[src/hdl/nlt_pkg.sv]
package nlt_pkg;

   // Fixed field widths
   localparam int ROW_W      = 12;
   localparam int CFG_W_W    = 11;
   localparam int CFG_H_W    = 12;
   localparam int CFG_R_W    = 4;
   localparam int CFG_K_W    = 11;
   localparam int CSR_IDX_W  = 2;
   localparam int CSR_DATA_W = 12;
   localparam int KK_W       = 2 * CFG_K_W - 1;

   // Register reset values
   localparam logic [CFG_W_W-1:0] WIDTH_RESET  = CFG_W_W'(640);
   localparam logic [CFG_H_W-1:0] HEIGHT_RESET = CFG_H_W'(480);
   localparam logic [CFG_R_W-1:0] RADIUS_RESET = CFG_R_W'(7);
   localparam logic [CFG_K_W-1:0] K_RESET      = CFG_K_W'(-51);

   typedef enum logic [CSR_IDX_W-1:0] {
      REG_WIDTH  = 2'd0,
      REG_HEIGHT = 2'd1,
      REG_RADIUS = 2'd2,
      REG_K      = 2'd3
   } csr_index_type;

   typedef enum logic [11:0] {
      ST_IDLE   = 12'b0000_0000_0001,
      ST_PREP   = 12'b0000_0000_0010,
      ST_STORE  = 12'b0000_0000_0100,
      ST_CHECK  = 12'b0000_0000_1000,
      ST_OFFSET = 12'b0000_0001_0000,
      ST_SWEEP  = 12'b0000_0010_0000,
      ST_TAIL   = 12'b0000_0100_0000,
      ST_MUL1   = 12'b0000_1000_0000,
      ST_MUL2   = 12'b0001_0000_0000,
      ST_MUL3   = 12'b0010_0000_0000,
      ST_MUL4   = 12'b0100_0000_0000,
      ST_DONE   = 12'b1000_0000_0000
   } nlt_state_type;

   typedef struct packed {
      logic accept;
      logic prep;
      logic store;
      logic check;
      logic offset;
      logic sweep;
      logic mul1;
      logic mul2;
      logic mul3;
      logic mul4;
      logic deliver;
   } nlt_cmd_type;

   typedef struct packed {
      logic due;
      logic sweep_last;
      logic out_busy;
   } nlt_status_type;

endpackage

[src/hdl/nlt_controller.sv]
module nlt_controller import nlt_pkg::*; (
   input  logic           clock,
   input  logic           reset,
   input  logic           req_valid,
   output logic           req_ready,
   input  nlt_status_type status,
   output nlt_cmd_type    cmd
);

   nlt_state_type state_ff, state_in;

   // Next state
   always_comb begin
      state_in = state_ff;
      case (state_ff)
         ST_IDLE:   if (req_valid) state_in = ST_PREP;
         ST_PREP:   state_in = ST_STORE;
         ST_STORE:  state_in = ST_CHECK;
         ST_CHECK:  state_in = status.due ? ST_OFFSET : ST_IDLE;
         ST_OFFSET: state_in = ST_SWEEP;
         ST_SWEEP:  if (status.sweep_last) state_in = ST_TAIL;
         ST_TAIL:   state_in = ST_MUL1;
         ST_MUL1:   state_in = ST_MUL2;
         ST_MUL2:   state_in = ST_MUL3;
         ST_MUL3:   state_in = ST_MUL4;
         ST_MUL4:   state_in = ST_DONE;
         ST_DONE:   if (!status.out_busy) state_in = ST_IDLE;
         default:   state_in = ST_IDLE;
      endcase
   end

   always_ff @(posedge clock) begin
      if (reset) begin
         state_ff <= ST_IDLE;
      end else begin
         state_ff <= state_in;
      end
   end

   // Decode commands
   always_comb begin
      cmd         = '0;
      cmd.accept  = (state_ff == ST_IDLE) && req_valid;
      cmd.prep    = (state_ff == ST_PREP);
      cmd.store   = (state_ff == ST_STORE);
      cmd.check   = (state_ff == ST_CHECK) && status.due;
      cmd.offset  = (state_ff == ST_OFFSET);
      cmd.sweep   = (state_ff == ST_SWEEP);
      cmd.mul1    = (state_ff == ST_MUL1);
      cmd.mul2    = (state_ff == ST_MUL2);
      cmd.mul3    = (state_ff == ST_MUL3);
      cmd.mul4    = (state_ff == ST_MUL4);
      cmd.deliver = (state_ff == ST_DONE) && !status.out_busy;
   end

   assign req_ready = (state_ff == ST_IDLE);

endmodule

[config.mk]
export PLATFORM = sky130hd
export DESIGN_NAME = nlt_controller
export DESIGN_NICKNAME = d
export VERILOG_FILES = /design/src/hdl/nlt_pkg.sv /design/src/hdl/nlt_controller.sv
export SDC_FILE = /design/constraint.sdc
export NUM_CORES = 1
export LEC_CHECK = 0
export BUFFER_PORTS_ARGS = -buffer_cell sky130_fd_sc_hd__buf_2
export CAP_MARGIN = 15
export CORE_AREA = 2 2 47 53
export CTS_CLUSTER_SIZE = 28
export DETAILED_ROUTE_END_ITERATION = 12
export DIE_AREA = 0 0 49 55
export GPL_ROUTABILITY_DRIVEN = 0
export PLACE_DENSITY = 0.59
export SETUP_SLACK_MARGIN = 0.2
export SLEW_MARGIN = 20
export SYNTH_ARGS = -nofsm -noshare
export SYNTH_HDL_FRONTEND = slang
export SYNTH_SLANG_ARGS = --single-unit
[constraint.sdc]
create_clock -name clock -period 2.3 [get_ports clock]
set_input_delay 0.69 -clock clock [delete_from_list [all_inputs] [get_ports clock]]
set_output_delay 0.69 -clock clock [all_outputs]
set_load 0.02 [all_outputs]
After elaboration in Yosys (flattened, before gate mapping):

Index checks and enable logic that the tools add are counted.
Widths: inputs -> output; s select.

* register bits after elaboration: 12
* input bits: 6
* word-level logic and storage cells: 26

* equality and inequality tests: 15
* mux-type cells: 5
* reductions and logical operators: 5

Operator list (count)
* $pmux 12 s12: 1
* $mux 12: 3
* $eq 12x1->1 const B: 1
* $eq 12x10->1 const B: 1
* $eq 12x11->1 const B: 1
* $eq 12x12->1 const B: 1
* $eq 12x2->1 const B: 1
* $eq 12x3->1 const B: 1
* $eq 12x4->1 const B: 1
* $eq 12x5->1 const B: 1
* $eq 12x6->1 const B: 1
* $eq 12x7->1 const B: 1
* $eq 12x8->1 const B: 1
* $eq 12x9->1 const B: 1
* $ne 2x2->1 const B: 3
* $mux 5: 1
* $logic_and 1x1->1: 3
* $reduce_and 3->1: 1
* $logic_not 1->1: 1

Depth between registers and ports, before layout:

* depth after elaboration: 3
* gate-level depth with buffers: 7

Worst setup path after synthesis:

No wires, ideal clock.

* path type: reg-to-output
* from: register state_ff[0]
* to: output cmd[0] (netlist name)
* arrival: 1.774 ns
* required time: 1.610 ns
* slack: -0.164 ns
* stages on the path, launching flop included: 5
* cell sequence: dfxtp_1 -> buf_2 -> nor4_1 -> nand3_1 -> nor4b_1

RTL lines
* start: declaration: RTL line nlt_controller.sv:10 `nlt_state_type state_ff, state_in;`
* start signal: assignment: RTL line nlt_controller.sv:36 `state_ff <= state_in;`
* end: declaration: RTL line nlt_controller.sv:7 `output nlt_cmd_type cmd`

==> out/metrics.csv <==
stage;metric;value;unit
sta;Final period util;111;%
die;IO Pins;18;
clocking;clock latency on the worst-skew pair;0.27;ns
worst_hold_path;min-delay worst type;flop to flop;
final_layout;synth-to-layout area growth;70.4;%
worst_setup_path;slowest CP cell;or4_4;
yosys;Post-synth ARST share;0;%
yosys;Synth area leaders;dfxtp_1 (31%), nor2_1 (8.6%), nand3b_1 (4.8%), nor4_1 (4.0%), buf_2 (3.8%);
die;core box area;0.00218;mm2
worst_setup_path;Critical Path AT;1.86;ns
power_and_ir_drop;Leak;0.572;nW
yosys;sequential share of the synthesized area;30.5;%
yosys;count of different cell masters after synthesis;37;
placed_design;port buffer count;17;
drt;wire per inst;13.9;um
final_layout;Final Cell Area;0.00134;mm2
sta;Setup TNS Final;-0.783;ns
global_routing;initial antenna violation count;0;
worst_setup_path;max incr delay on CP;0.56;ns
placed_design;Detailed Place HPWL;1570;um
yosys;YS warnings;0;
final_layout;Core Util, Final;61.4;%
global_routing;first-pass GRT wire length;3800;um
yosys;top-count cell post-synth;nor2_1;
sta;Hold Violations, Final;0;
global_routing;total global routing overflow;0;
worst_setup_path;crit-path max FO;3;
die;chip height;55;um
drt;DR iter-0 viols;12;
sta;min Tclk post-route;2.55;ns
worst_setup_path;cell chain of the critical path;or4_4, nor4_4, and4b_2, and2_4, buf_6;
yosys;Synth top area share;30.5;%
worst_setup_path;Buf+Inv Stages, Crit Path;1;
global_routing;vias in the first global route;865;
drt;via/cell ratio;5.25;
die;Die Wd;49;um
yosys;EDFF count, synth;0;
global_routing;All-Layer GR Usage;18.4;%
clocking;CTS Buf Count;3;
drt;Vias;897;
die;initial core utilization;36.0;%
worst_setup_path;Reg2Reg Capture Point;state_ff[0]$_SDFFE_PP1P_;
yosys;Post-Syn Nets;106;
sta;Final Max Tran Viols;0;
final_layout;largest register by flop count;state_ff;
outcome;status;finished, violations left;
yosys;top post-synthesis cells by count;nor2_1 (18), dfxtp_1 (12), buf_2 (6), nor3_1 (6), o21ai_0 (6);
worst_setup_path;delay-heaviest family, CP;simple AND/OR/NAND/NOR gates;
placed_design;DP Area;992;um2
yosys;Most used DFF post-synth;dfxtp_1;
final_layout;Top Registers;state_ff x12;
sta;RSZ-0062 raised after global routing;yes;
clocking;Max clock buf depth;2;
sta;final setup fails;4;
job;max cap viols;0;
drt;DRT Pass-1 Iters;4;
clocking;root buffer cell;clkbuf_4;
sta;Least-Margin Pin Slew;0.311;ns
worst_setup_path;Worst path depth;5;
clocking;Clock Sinks;12;
die;total die area;0.00270;mm2
worst_setup_path;worst r2r src;state_ff[11]$_SDFFE_PP0P_;
clocking;clock slew at reported path FFs;0.08;ns
sta;Worst Clk Skew;0.00484;ns
global_routing;largest net degree at the start of global routing;9;
final_layout;max FFs per register;12;
worst_setup_path;CP required;1.61;ns
worst_setup_path;CP Class;flop to output port;
placed_design;post-place setup slack;-0.0212;ns
yosys;syn_area_per_cell;7.87;um2
power_and_ir_drop;PwrDens;493;mW/mm2
yosys;Synth Cell Area;787;um2
die;# rows;18;
final_layout;Ant. Diodes;0;
worst_setup_path;Worst Setup Start Kind;flop;
worst_setup_path;worst setup path endpoint;cmd[10];
worst_setup_path;Worst R2R Path Depth;10;
drt;drt total wl;2380;um
yosys;area leader, netlist;dfxtp_1;
yosys;Cells after Synth;100;
final_layout;nets;148;
final_layout;share of cells above drive strength 1;58.2;%
outcome;violated checks;setup timing;
sta;Fmax achieved;393;MHz
yosys;Seq cells post-synth;12;
drt;drt drc;0;
drt;Post-DRT Antenna Nets;0;
power_and_ir_drop;maximum VDD drop;0.000378;V
sta;relative slew slack;79.1;%
worst_setup_path;flop2flop setup slack;0.40;ns
worst_setup_path;crit path launch;state_ff[8]$_SDFFE_PP0P_;
clocking;H-tree lvl count;1;
clocking;TritonCTS clock tree;done;
sta;Setup WS post-layout;-0.246;ns
worst_setup_path;Setup crit end kind;output port;
==> layout make-up <==
class	count	area [um2]
Inverter	5	18.8
Sequential cell	12	255
Tap cell	30	37.5
Fill cell	207	843
Clock buffer	4	36.3
Multi-Input combinational cell	74	624
Timing Repair Buffer	46	369
==> layout by cell type (no fill, tap or decap), drive strengths merged, types with 2 or more instances in the layout <==
master and count:
buf 46, nor2 18, dfxtp 12, o21ai 6, nor4 6, nor3 6
nand3b 5, inv 5, clkbuf 4, nand4 3, nand3 3, nor4b 3
or4 2, and2 2, nand2b 2, nand4b 2, xor2 2
==> report_power, final <==
part / internal (mW) / leakage [nW] / switching, mW
clock: 0.0962 / 0.0210 / 0.0757
combinational: 0.140 / 0.450 / 0.124
sequential: 0.214 / 0.101 / 0.0112
==> worst min-delay path: cells and delay by family, from the launching register on <==
kind | cells | cell delay (ns)
AND/OR/NAND/NOR | 1 | 0.05
flip-flops | 1 | 0.34
buffers and inverters | 1 | 0.13
==> timing repair <==
action | in CTS | in global routing
hold endpoints to repair | 0 | 0
hold buffers | 0 | 0
gates resized for setup | 37 | 20
pin swaps | 7 | 4
buffers inserted | 10 | 2
endpoints found under the setup margin | 12 | 12
==> worst min-delay path by stage <==
stage	startpoint	end	slack (ns)	cells after the start
after floorplan	state_ff[6]$_SDFFE_PP0P_	state_ff[7]$_SDFFE_PP0P_	0.50	2
after global placement	state_ff[9]$_SDFFE_PP0P_	state_ff[9]$_SDFFE_PP0P_	0.55	2
after detailed placement	state_ff[8]$_SDFFE_PP0P_	state_ff[10]$_SDFFE_PP0P_	0.56	2
after CTS	reset	state_ff[5]$_SDFFE_PP0P_	0.59	2
after global routing	state_ff[9]$_SDFFE_PP0P_	state_ff[9]$_SDFFE_PP0P_	0.58	2
final	state_ff[9]$_SDFFE_PP0P_	state_ff[9]$_SDFFE_PP0P_	0.55	2
==> metal layers <==
| layer | vias to the layer above | part of all wire, % | track usage, % |
|---|---|---|---|
| met5 | - | 0 | 0 |
| met4 | 0 | 1.1 | 8.10 |
| met3 | 4 | 3.4 | 2.42 |
| met2 | 24 | 54 | 33.3 |
| met1 | 431 | 41 | 22.5 |
| li1 | 438 | - | - |
==> per-stage QoR <==
step | hold WS (ns) | cells | total power, mW
finish | 0.549 | 171 | 0.661
global route | 0.576 | 171 | 0.696
global placement | 0.550 | 155 | 0.389
floorplan | 0.503 | 100 | 0.340
detailed placement | 0.559 | 155 | 0.393
CTS | 0.586 | 169 | 0.647
==> kinds of logic (layout without fill, tap and decap cells) <==
group           after synthesis  in the layout  share of synthesized area, %
simple gates                 60             60                          48.3
buf+inv                      14             55                          9.06
xor+xnor                      3              3                          3.34
compound gates               11             11                          8.74
flops                        12             12                          30.5
(Power assumes the default switching activity.)
